[src/rtl/gpio_exp_pkg.sv]
// Shared codes and constants of the I/O expander register block.
// No dependencies.
`default_nettype none

package gpio_exp_pkg;

  localparam int unsigned OpW   = 2;
  localparam int unsigned AddrW = 7;

  localparam logic [OpW-1:0] OpRead   = 2'd0;
  localparam logic [OpW-1:0] OpWrite  = 2'd1;
  localparam logic [OpW-1:0] OpSample = 2'd2;

  localparam logic [AddrW-1:0] AddrP0In    = 7'h00;
  localparam logic [AddrW-1:0] AddrP1In    = 7'h01;
  localparam logic [AddrW-1:0] AddrP0Out   = 7'h02;
  localparam logic [AddrW-1:0] AddrP1Out   = 7'h03;
  localparam logic [AddrW-1:0] AddrP0Dir   = 7'h04;
  localparam logic [AddrW-1:0] AddrP1Dir   = 7'h05;
  localparam logic [AddrW-1:0] AddrP0Mask  = 7'h06;
  localparam logic [AddrW-1:0] AddrP1Mask  = 7'h07;
  localparam logic [AddrW-1:0] AddrChipId  = 7'h10;
  localparam logic [AddrW-1:0] AddrGlobCtl = 7'h11;
  localparam logic [AddrW-1:0] AddrP0Mode  = 7'h12;
  localparam logic [AddrW-1:0] AddrP1Mode  = 7'h13;

  localparam logic [7:0] ChipId   = 8'h23;
  localparam int unsigned PpBit   = 4;

endpackage

`default_nettype wire

[src/rtl/gpio_expander_register_block.sv]
// Top level of the 16-pin I/O expander register block.
// Depends on gpio_exp_pkg.
//
//   channel | direction | handshake               | payload
//   --------+-----------+-------------------------+------------------------------------
//   in      | input     | in_valid_i / in_ready_o | opcode, reg_addr, write_data, pins
//   out     | output    | out_valid_o/out_ready_i | read_data, pin_drive, pin_enable, irq
//
// One item per cycle while in_ready_o is high: the register update and the result are
// computed in the cycle the item is accepted and then registered for the output.
// A result register plus a one-entry skid buffer let the block take another item
// while a result waits; input ready drops only when both are full.
// Reset puts all state registers at their power-on values at once; no clearing pass.
`default_nettype none

module gpio_expander_register_block #(
  parameter int unsigned PIN_COUNT = 16
) (
  input  wire logic                           clk_i,
  input  wire logic                           rst_ni,
  input  wire logic                           in_valid_i,
  output logic                                in_ready_o,
  input  wire logic [gpio_exp_pkg::OpW-1:0]   opcode_i,
  input  wire logic [gpio_exp_pkg::AddrW-1:0] reg_addr_i,
  input  wire logic [7:0]                     write_data_i,
  input  wire logic [15:0]                    pin_levels_i,
  output logic                                out_valid_o,
  input  wire logic                           out_ready_i,
  output logic [7:0]                          read_data_o,
  output logic [15:0]                         pin_drive_o,
  output logic [15:0]                         pin_enable_o,
  output logic                                irq_n_o
);
  import gpio_exp_pkg::*;

  localparam logic [15:0] PinMask = 16'((32'd1 << PIN_COUNT) - 32'd1);

  typedef struct packed {
    logic [7:0]  rd;
    logic [15:0] drive;
    logic [15:0] enable;
    logic        irq_n;
  } result_t;

  // Architectural state.
  logic [15:0]          latch_q, latch_d;
  logic [15:0]          dir_q, dir_d;
  logic [15:0]          mask_q, mask_d;
  logic [15:0]          mode_q, mode_d;
  logic [7:0]           gctl_q, gctl_d;
  logic [PIN_COUNT-1:0] last_q, last_d;
  logic [1:0]           flags_q, flags_d;

  // Output register and skid entry.
  result_t res_d, out_q, skd_q;
  logic    out_valid_q, skd_valid_q;

  logic        push, pop, out_free;
  logic [15:0] last_w, changed, outs, en;

  assign in_ready_o = ~skd_valid_q;
  assign push       = in_valid_i & in_ready_o;
  assign pop        = out_valid_q & out_ready_i;
  assign out_free   = ~out_valid_q | pop;
  assign last_w     = 16'(last_q);

  always_comb begin
    latch_d    = latch_q;
    dir_d      = dir_q;
    mask_d     = mask_q;
    mode_d     = mode_q;
    gctl_d     = gctl_q;
    last_d     = last_q;
    flags_d    = flags_q;
    res_d.rd   = 8'h00;
    changed    = 16'h0000;
    if (push) begin
      unique case (opcode_i)
        OpRead: begin
          unique case (reg_addr_i)
            AddrP0In: begin
              res_d.rd   = last_w[7:0];
              flags_d[0] = 1'b0;
            end
            AddrP1In: begin
              res_d.rd   = last_w[15:8];
              flags_d[1] = 1'b0;
            end
            AddrP0Out:   res_d.rd = latch_q[7:0];
            AddrP1Out:   res_d.rd = latch_q[15:8];
            AddrP0Dir:   res_d.rd = dir_q[7:0];
            AddrP1Dir:   res_d.rd = dir_q[15:8];
            AddrP0Mask:  res_d.rd = mask_q[7:0];
            AddrP1Mask:  res_d.rd = mask_q[15:8];
            AddrChipId:  res_d.rd = ChipId;
            AddrGlobCtl: res_d.rd = gctl_q;
            AddrP0Mode:  res_d.rd = mode_q[7:0];
            AddrP1Mode:  res_d.rd = mode_q[15:8];
            default:     res_d.rd = 8'h00;
          endcase
        end
        OpWrite: begin
          unique case (reg_addr_i)
            AddrP0Out:   latch_d[7:0]  = write_data_i;
            AddrP1Out:   latch_d[15:8] = write_data_i;
            AddrP0Dir:   dir_d[7:0]    = write_data_i;
            AddrP1Dir:   dir_d[15:8]   = write_data_i;
            AddrP0Mask:  mask_d[7:0]   = write_data_i;
            AddrP1Mask:  mask_d[15:8]  = write_data_i;
            AddrGlobCtl: gctl_d        = write_data_i;
            AddrP0Mode:  mode_d[7:0]   = write_data_i;
            AddrP1Mode:  mode_d[15:8]  = write_data_i;
            default:     ;
          endcase
        end
        OpSample: begin
          // Only unmasked input pins that exist can raise a port flag.
          changed    = (pin_levels_i ^ last_w) & dir_q & ~mask_q & PinMask;
          flags_d[0] = flags_q[0] | (|changed[7:0]);
          flags_d[1] = flags_q[1] | (|changed[15:8]);
          last_d     = pin_levels_i[PIN_COUNT-1:0];
        end
        default: ;
      endcase
    end

    // Pins in LED mode are never driven. Open-drain P0 pins are enabled
    // only while their latch bit is low.
    outs = ~dir_d & mode_d & PinMask;
    if (gctl_d[PpBit]) begin
      en = outs;
    end else begin
      en = outs & ~{8'h00, latch_d[7:0]};
    end
    res_d.enable = en;
    res_d.drive  = latch_d & en;
    res_d.irq_n  = ~|flags_d;
  end

  always_ff @(posedge clk_i or negedge rst_ni) begin
    if (!rst_ni) begin
      latch_q <= '0;
      dir_q   <= '1;
      mask_q  <= '1;
      mode_q  <= '1;
      gctl_q  <= '0;
      last_q  <= '0;
      flags_q <= '0;
    end else if (push) begin
      latch_q <= latch_d;
      dir_q   <= dir_d;
      mask_q  <= mask_d;
      mode_q  <= mode_d;
      gctl_q  <= gctl_d;
      last_q  <= last_d;
      flags_q <= flags_d;
    end
  end

  always_ff @(posedge clk_i or negedge rst_ni) begin
    if (!rst_ni) begin
      out_valid_q <= 1'b0;
      skd_valid_q <= 1'b0;
    end else begin
      if (out_free) begin
        if (skd_valid_q) begin
          out_valid_q <= 1'b1;
          skd_valid_q <= 1'b0;
        end else begin
          out_valid_q <= push;
        end
      end else if (push) begin
        skd_valid_q <= 1'b1;
      end
    end
  end

  // Payload registers carry no reset.
  always_ff @(posedge clk_i) begin
    if (out_free) begin
      if (skd_valid_q) begin
        out_q <= skd_q;
      end else if (push) begin
        out_q <= res_d;
      end
    end else if (push) begin
      skd_q <= res_d;
    end
  end

  assign out_valid_o  = out_valid_q;
  assign read_data_o  = out_q.rd;
  assign pin_drive_o  = out_q.drive;
  assign pin_enable_o = out_q.enable;
  assign irq_n_o      = out_q.irq_n;

endmodule

`default_nettype wire

[config.mk]
export PLATFORM = sky130hd
export DESIGN_NAME = gpio_expander_register_block
export DESIGN_NICKNAME = d
export VERILOG_FILES = /design/src/rtl/gpio_exp_pkg.sv /design/src/rtl/gpio_expander_register_block.sv
export SDC_FILE = /design/constraint.sdc
export NUM_CORES = 1
export LEC_CHECK = 0
export BUFFER_PORTS_ARGS = -buffer_cell sky130_fd_sc_hd__buf_2
export CORE_MARGIN = 5
export CORE_UTILIZATION = 39
export CTS_CLUSTER_DIAMETER = 200
export DETAILED_ROUTE_END_ITERATION = 8
export PLACE_DENSITY = 0.67
export SKIP_CTS_REPAIR_TIMING = 1
export SLEW_MARGIN = 15
export SYNTH_ARGS = -nofsm -noshare
export SYNTH_HDL_FRONTEND = slang
export SYNTH_SLANG_ARGS = --single-unit
[constraint.sdc]
create_clock -name clk_i -period 3.9 [get_ports clk_i]
set_input_delay 0.78 -clock clk_i [delete_from_list [all_inputs] [get_ports clk_i]]
set_output_delay 0.78 -clock clk_i [all_outputs]
set_load 0.03 [all_outputs]
==> impl_results.md, run 1 <==
* Outcome: finished, final reports clean
* Slew at the pin with the worst max-slew slack at around 1.1 ns
* ANT cells at 0
* YS warnings at 0
* H-tree depth at 4
* Die Ht at between 150 and 200 µm
* Mean Syn Cell Area at 12.76 µm²
* CTS max path bufs at 2
* Mapped cell area at just over 0.008 mm²
* Pins over their slew limit at 0
* Seq pwr share at a little under half
* Reg clk slew, reported paths at around 0.060 ns
* CTS tree: yes
* Detailed Routing Iterations Pass 1 at 5
* Vias at 5,399
* GPL Wtd Cong at ~0.95
* Starting DRT DRC Count at approximately 470
* CP cell instances: buf_4 > inv_1 > buf_2
* Static Leak at 0.003887 µW
* Drt drc at 0
* Max cap viols at 0
* First-pass GRT wire length at between 30 and 40 mm
* Wire length per cell at 19.96 µm
* Post-Syn Nets at 678
* # setup viols final at 0
* Min Tclk post-route at between 2 and 3 ns
* Worst Path Required at ~3.1 ns
* IO buf count at 79
* EDFF count, synth at slightly above 80
* Clk root buf: clkbuf_16
* Max VDD drop at between 0.0002 and 0.00025 V
* Total Routing Usage GR at approximately 17%
* Fin nets at between 700 and 800
* Final worst slack at between 1 and 1.5 ns
* Register bit total from synthesis at between 150 and 200
* Period utilization at 73.87%
* Fin Clk Skew at slightly above 0.009 ns
* Post-Route WL at slightly above 20 mm
* Unique cell type count in the Yosys netlist at a little over 60
* CP max stage cell: buf_4
* Layout cell share with drive strength beyond 1 at between 30% and 40%
* DP Wirelength at around 15 mm
* NetSw at roughly 1100 µW
* Hold Crit Class: in2async
* Routed Antenna Nets at 0
* Critical path arrival at between 2 and 2.5 ns
* Num CTS Buffers at 17
* Crit-path max FO at a little under 70
* CP Launch Type: flip-flop
* Hold Vio Cnt, Final at 0
* Rows at 53
* Setup TNS at 0 ns
* Comb pwr share at between 10% and 20%
* Initial antenna violation count at 3
* Post-synthesis sequential area ratio at between 50% and 60%
* Area growth, synth to finish at 16.98%
* Critical path type: reg2out
* Net Sw Frac at between 20% and 30%
* Pint at about 3300 µW
* Die width at 154.8 µm
* RSZ-0062 raised after global routing: false
* Pin count of the biggest net entering global routing at 69
* Gr ovfl total at 0
* Top FF cell, synth: edfxtp_1
* Clock sinks at ~170
* Vias per cell at between 5 and 6
* Clock latency on the worst-skew pair at 0.43 ns
* Starting density of the core at about two fifths
* Achievable Freq at 347.1 MHz
* Core Region at between 0.02 and 0.025 mm²
* IO Pins at 80
* Clock network power share at about 40%
* Crit path max-delay family: buffers and inverters
* Crit. End Element: output port
* Vias in the first global route at 5,570
* Power per cell area at around 460 mW/mm²
* Relative slew slack at a little over a quarter
* Cells after Synth at 641
* Pre-CTS setup slack at ~0.65 ns
* CP peak stage delay at about 0.52 ns
* Asr flop ratio synth at between 50% and 60%
* Buf+Inv Stages, Crit Path at 3
* Die area at ~0.024 mm²
* Fillers at 1,928
[routing by layer]
layer  global-route usage, %  wire [µm]  part of all wire [%]  up-vias
li1                        -          -                     -     2534
met1                   22.85       8707                    43     2667
met2                   28.18       9861                    49      158
met3                   4.980       1251                   6.2       34
met4                   5.004        376                   1.9        6
met5                       0         41                  0.20        -
[through the flow]
step	cell area, µm²	power [µW]	std cells	hold slack (ns)	util, %
after floorplan	8182	2468	641	0.4753	-
after global placement	8941	2651	982	0.4867	42.94
after detailed placement	8941	2660	982	0.4922	42.94
after CTS	9570	4445	1014	0.3786	45.96
after global routing	9570	4581	1014	0.4009	45.96
final	9570	4419	1014	0.3540	45.96
[cell usage after synthesis, types with 3 or more instances]
master	instances	area, µm²
a211oi_1	4	30.03
a21oi_1	4	20.02
a22oi_1	6	45.04
a31oi_1	3	18.77
and3_1	3	18.77
buf_2	4	20.02
buf_4	3	22.52
clkbuf_1	23	86.33
dfrtp_1	44	1101
dfstp_2	48	1261
edfxtp_1	82	2462
inv_1	28	105.1
mux2_2	97	1092
mux2i_1	23	230.2
nand2_1	53	198.9
nand2b_1	26	162.7
nand3_1	13	65.06
nand3b_1	4	30.03
nor2_1	28	105.1
nor2b_1	10	62.56
nor3_1	11	55.05
nor4_1	4	25.02
o21ai_0	22	110.1
o22a_1	3	26.28
o22ai_1	3	18.77
o31ai_1	14	105.1
o32ai_1	9	78.83
o41ai_1	9	78.83
or4_1	3	22.52
xnor2_1	16	140.1
[final timing paths]
path / start / to / slack, ns / cells after the start
worst max-delay path: skd_valid_q$_DFFE_PN0P_ / in_ready_o / 1.02 / 3
worst min-delay path: rst_ni / latch_q[3]$_DFFE_PN0P_ / 0.35 / 1
worst max register to register: skd_valid_q$_DFFE_PN0P_ / pin_drive_o[5]$_DFFE_PP_ / 1.18 / 7
worst min register to register: gctl_q[0]$_DFFE_PN0P_ / gctl_q[0]$_DFFE_PN0P_ / 0.51 / 1
max in group asynchronous: rst_ni / dir_q[6]$_DFFE_PN1P_ / 2.68 / 2
min in group clk_i: gctl_q[0]$_DFFE_PN0P_ / gctl_q[0]$_DFFE_PN0P_ / 0.51 / 1
[power groups by stage]
| stage | clock (µW) | combinational [µW] | sequential (µW) |
|---|---|---|---|
| 2_1_floorplan | 0 | 254 | 2210 |
| 3_3_place_gp | 0 | 498 | 2150 |
| 3_5_place_dp | 0 | 504 | 2160 |
| 4_1_cts | 1820 | 505 | 2120 |
| 5_1_grt | 1900 | 544 | 2130 |
| 6_report | 1800 | 501 | 2120 |
[flip-flops by register name (all words and copies together) (netlist names), 16 cells and up]
name	cells
dir_q	16
latch_q	16
mask_q	16
pin_drive_o	16
mode_q	16
skd_q	41
pin_enable_o	16
last_q	16
[cell families (layout without fill, tap and decap cells)]
| family | after synthesis | in the layout | share of synthesized area [%] |
|---|---|---|---|
| AOI/OAI and AO/OA | 94 | 94 | 8.320 |
| muxes | 121 | 121 | 16.44 |
| and+or+nand+nor | 174 | 174 | 11.39 |
| DFF | 174 | 174 | 58.97 |
| xor gates and xnor gates | 16 | 16 | 1.713 |
| buffers and inverters | 62 | 160 | 3.166 |
[final cells by class]
class	instances	area (µm²)	area share, %
clock buffer	24	504.2	5.269
clock inverter	8	125.1	1.307
inverter	29	111.4	1.164
multi-input combinational	405	3112	32.51
sequential	174	4826	50.42
tap	275	344.1	3.595
timing repair buffer	99	548.0	5.726
[cells in the final DEF (no fill, tap or decap), types with 3 or more instances in the layout]
cell | netlist | layout
o22a_1 | 3 | 3
nor2b_1 | 10 | 10
mux2_2 | 97 | 97
a22oi_1 | 6 | 6
mux2i_1 | 23 | 23
o21ai_0 | 22 | 22
bufinv_16 | 0 | 3
a211oi_1 | 4 | 4
and3_1 | 3 | 3
nor4_1 | 4 | 4
nor2_1 | 28 | 27
buf_2 | 4 | 78
dfstp_2 | 48 | 48
a31oi_1 | 3 | 3
clkbuf_1 | 23 | 4
nand2b_1 | 26 | 26
o22ai_1 | 3 | 3
buf_4 | 3 | 21
nor3_1 | 11 | 11
o32ai_1 | 9 | 9
edfxtp_1 | 82 | 82
nand3_1 | 13 | 13
a21oi_1 | 4 | 4
o31ai_1 | 14 | 14
or4_1 | 3 | 3
dfrtp_1 | 44 | 43
nand3b_1 | 4 | 4
xnor2_1 | 16 | 16
nand2_1 | 53 | 53
clkbuf_16 | 0 | 19
o41ai_1 | 9 | 9
inv_1 | 28 | 28
Note: power is estimated with default switching activity, not from simulation.
==> run 2, diff against run 1 <==
==> constraint.sdc (replaced) <==
create_clock -name clk_i -period 2.95 [get_ports clk_i]
set_input_delay 0.59 -clock clk_i [delete_from_list [all_inputs] [get_ports clk_i]]
set_output_delay 0.59 -clock clk_i [all_outputs]
set_load 0.03 [all_outputs]
==> run 2 against run 1 <==
Net effect:
- first-iteration DRC count down 2.8%
- largest power group unchanged
- die area unchanged
- register-to-register slack worse by 0.80 ns
- cell count up 1.9%
- clock skew down 0.0019 ns
- sequential power up 32%
- global-route usage down 0.36 points
- power up 30%
- critical path depth up 4
==> impl_results.md, run 2 (synthesis results as in run 1) <==
* Commonest non-fill, non-tap cells in the layout: 97 x mux2_2, 82 x edfxtp_1, 78 x buf_2, 53 x nand2_1, 48 x dfstp_2
* Crit-path max FO at 8
* Layout cell share with drive strength beyond 1 at 40.55%
* Min Tclk post-route at 2.589 ns
* Cell area after layout at a little under 0.01 mm²
* Period utilization at between 80 and 90%
* Drt drc at 0
* Net Sw Frac at between 20% and 30%
* Achievable Freq at ~390 MHz
* DP Wirelength at 14.44 mm
* IO buf count at between 70 and 80
* Vias per cell at between 5 and 6
* FF-to-FF path depth at 5
* Critical path arrival at approximately 2.8 ns
* Die area at roughly 0.024 mm²
* Post-Route WL at slightly below 20 mm
* NetSw at ~1400 µW
* Vias in the first global route at roughly 5.6k
* Crit. End Element: flip-flop
* Clock network power share at about two fifths
* Pint at about 4300 µW
* Relative slew slack at 44.76%
* Top reg by flops: skd_q
* Fin nets at a little under 800
* R2R Path Start: skd_valid_q$_DFFE_PN0P_
* Outcome: finished, final reports clean
* Num CTS Buffers at 17
* First-pass GRT wire length at 31.55 mm
* Largest register FFs at 41
* Starting DRT DRC Count at around 450
* Die Ht at roughly 150 µm
* Initial antenna violation count at 4
* Max cap viols at 0
* Power per cell area at between 500 and 600 mW/mm²
* Area growth, synth to finish at 19.25%
* Seq pwr share at between 40% and 50%
* Static Leak at 0.003979 µW
* Hold Worst Slack at between 0.09 and 0.1 ns
* Clock latency on the worst-skew pair at between 0.4 and 0.5 ns
* FF-to-FF setup slack at approximately 0.38 ns
* Pin count of the biggest net entering global routing at around 70
* Critical path type: in2reg
* Starting density of the core at between 30 and 40%
* CP Launch Type: primary input
* Commonest non-fill, non-tap cell in the layout: mux2_2
* Routed Antenna Nets at 0
* Max VDD drop at between 0.0003 and 0.0004 V
* R2r endpoint: pin_drive_o[0]$_DFFE_PP_
* Final core occ at a little under half
* Worst Path Required at around 3.2 ns
* # setup viols final at 0
* DP Cell Count at ~1k
* Rows at 53
* Clk root buf: clkbuf_16
* Hold Vio Cnt, Final at 0
* Fillers at ~1.9k
* RSZ-0062 raised after global routing: false
* Fin Clk Skew at 0.007370 ns
* Wire length per cell at 19.19 µm
* Gr ovfl total at 0
* IO Pins at 80
* CTS tree: yes
* Setup TNS at 0 ns
* Reg clk slew, reported paths at around 0.060 ns
* Total Routing Usage GR at approximately 17%
* GPL Wtd Cong at between 0.9 and 1
* Cell Count, Final, Fillers Out at about 1.0k
* H-tree depth at 4
* Detailed Routing Iterations Pass 1 at 5
* Clock sinks at 174
* Hold Crit Class: in2async
* Core Region at 0.02082 mm²
* Slew at the pin with the worst max-slew slack at ~0.81 ns
* DP Area at roughly 0.009 mm²
* Die width at 154.8 µm
* Vias at 5,478
* Comb pwr share at 11.8%
* Pins over their slew limit at 0
* CTS max path bufs at 2
## run 2: power by group through the flow
stage / registers [µW] / clock network (µW) / logic (µW)
floorplan: 2930 / 0 / 336
global placement: 2840 / 0 / 672
detailed placement: 2850 / 0 / 679
CTS: 2800 / 2310 / 682
global route: 2820 / 2410 / 732
finish: 2800 / 2270 / 678
## run 2: metrics by stage
step                      worst slack [ns]  power, µW
after floorplan                 0.00004263       3262
after global placement            -0.02175       3515
after detailed placement          -0.04239       3527
after CTS                           0.3636       5790
after global routing                0.1810       5962
final                               0.3610       5750
## run 2: final cells by class
type                       count  area (µm²)  share of cell area, %
multi-input combinational    405        3112                  31.89
clock buffer                  26       574.3                  5.886
tap                          275       344.1                  3.527
inverter                      29       111.4                  1.141
antenna                        1       2.502                0.02565
timing repair buffer         117       745.7                  7.643
clock inverter                 6       41.29                 0.4232
sequential                   174        4826                  49.46
## run 2: routing by layer
layer	global-route usage, %	vias up	part of all wire [%]
met5	0	-	0.14
met4	6.013	6	2.1
met3	4.113	30	6.0
met2	28.04	156	49
met1	22.02	2724	43
li1	-	2562	-
## run 2: worst max-delay path by stage
stage	endpoint	depth (start not counted)	startpoint
after floorplan	skd_q[0]$_DFFE_PP_	2	out_ready_i
after global placement	read_data_o[7]$_DFFE_PP_	9	reg_addr_i[1]
after detailed placement	pin_drive_o[6]$_DFFE_PP_	7	reg_addr_i[5]
after CTS	pin_drive_o[0]$_DFFE_PP_	5	skd_valid_q$_DFFE_PN0P_
after global routing	read_data_o[7]$_DFFE_PP_	8	reg_addr_i[0]
final	pin_drive_o[0]$_DFFE_PP_	7	reg_addr_i[5]
## run 2: worst max-delay path, cell delays in order
cell and delay, ns:
buf_2 0.15, or4_1 0.62, nor4_4 0.38, buf_12 0.17
mux2_2 0.34, nand2b_1 0.20, o41ai_1 0.37
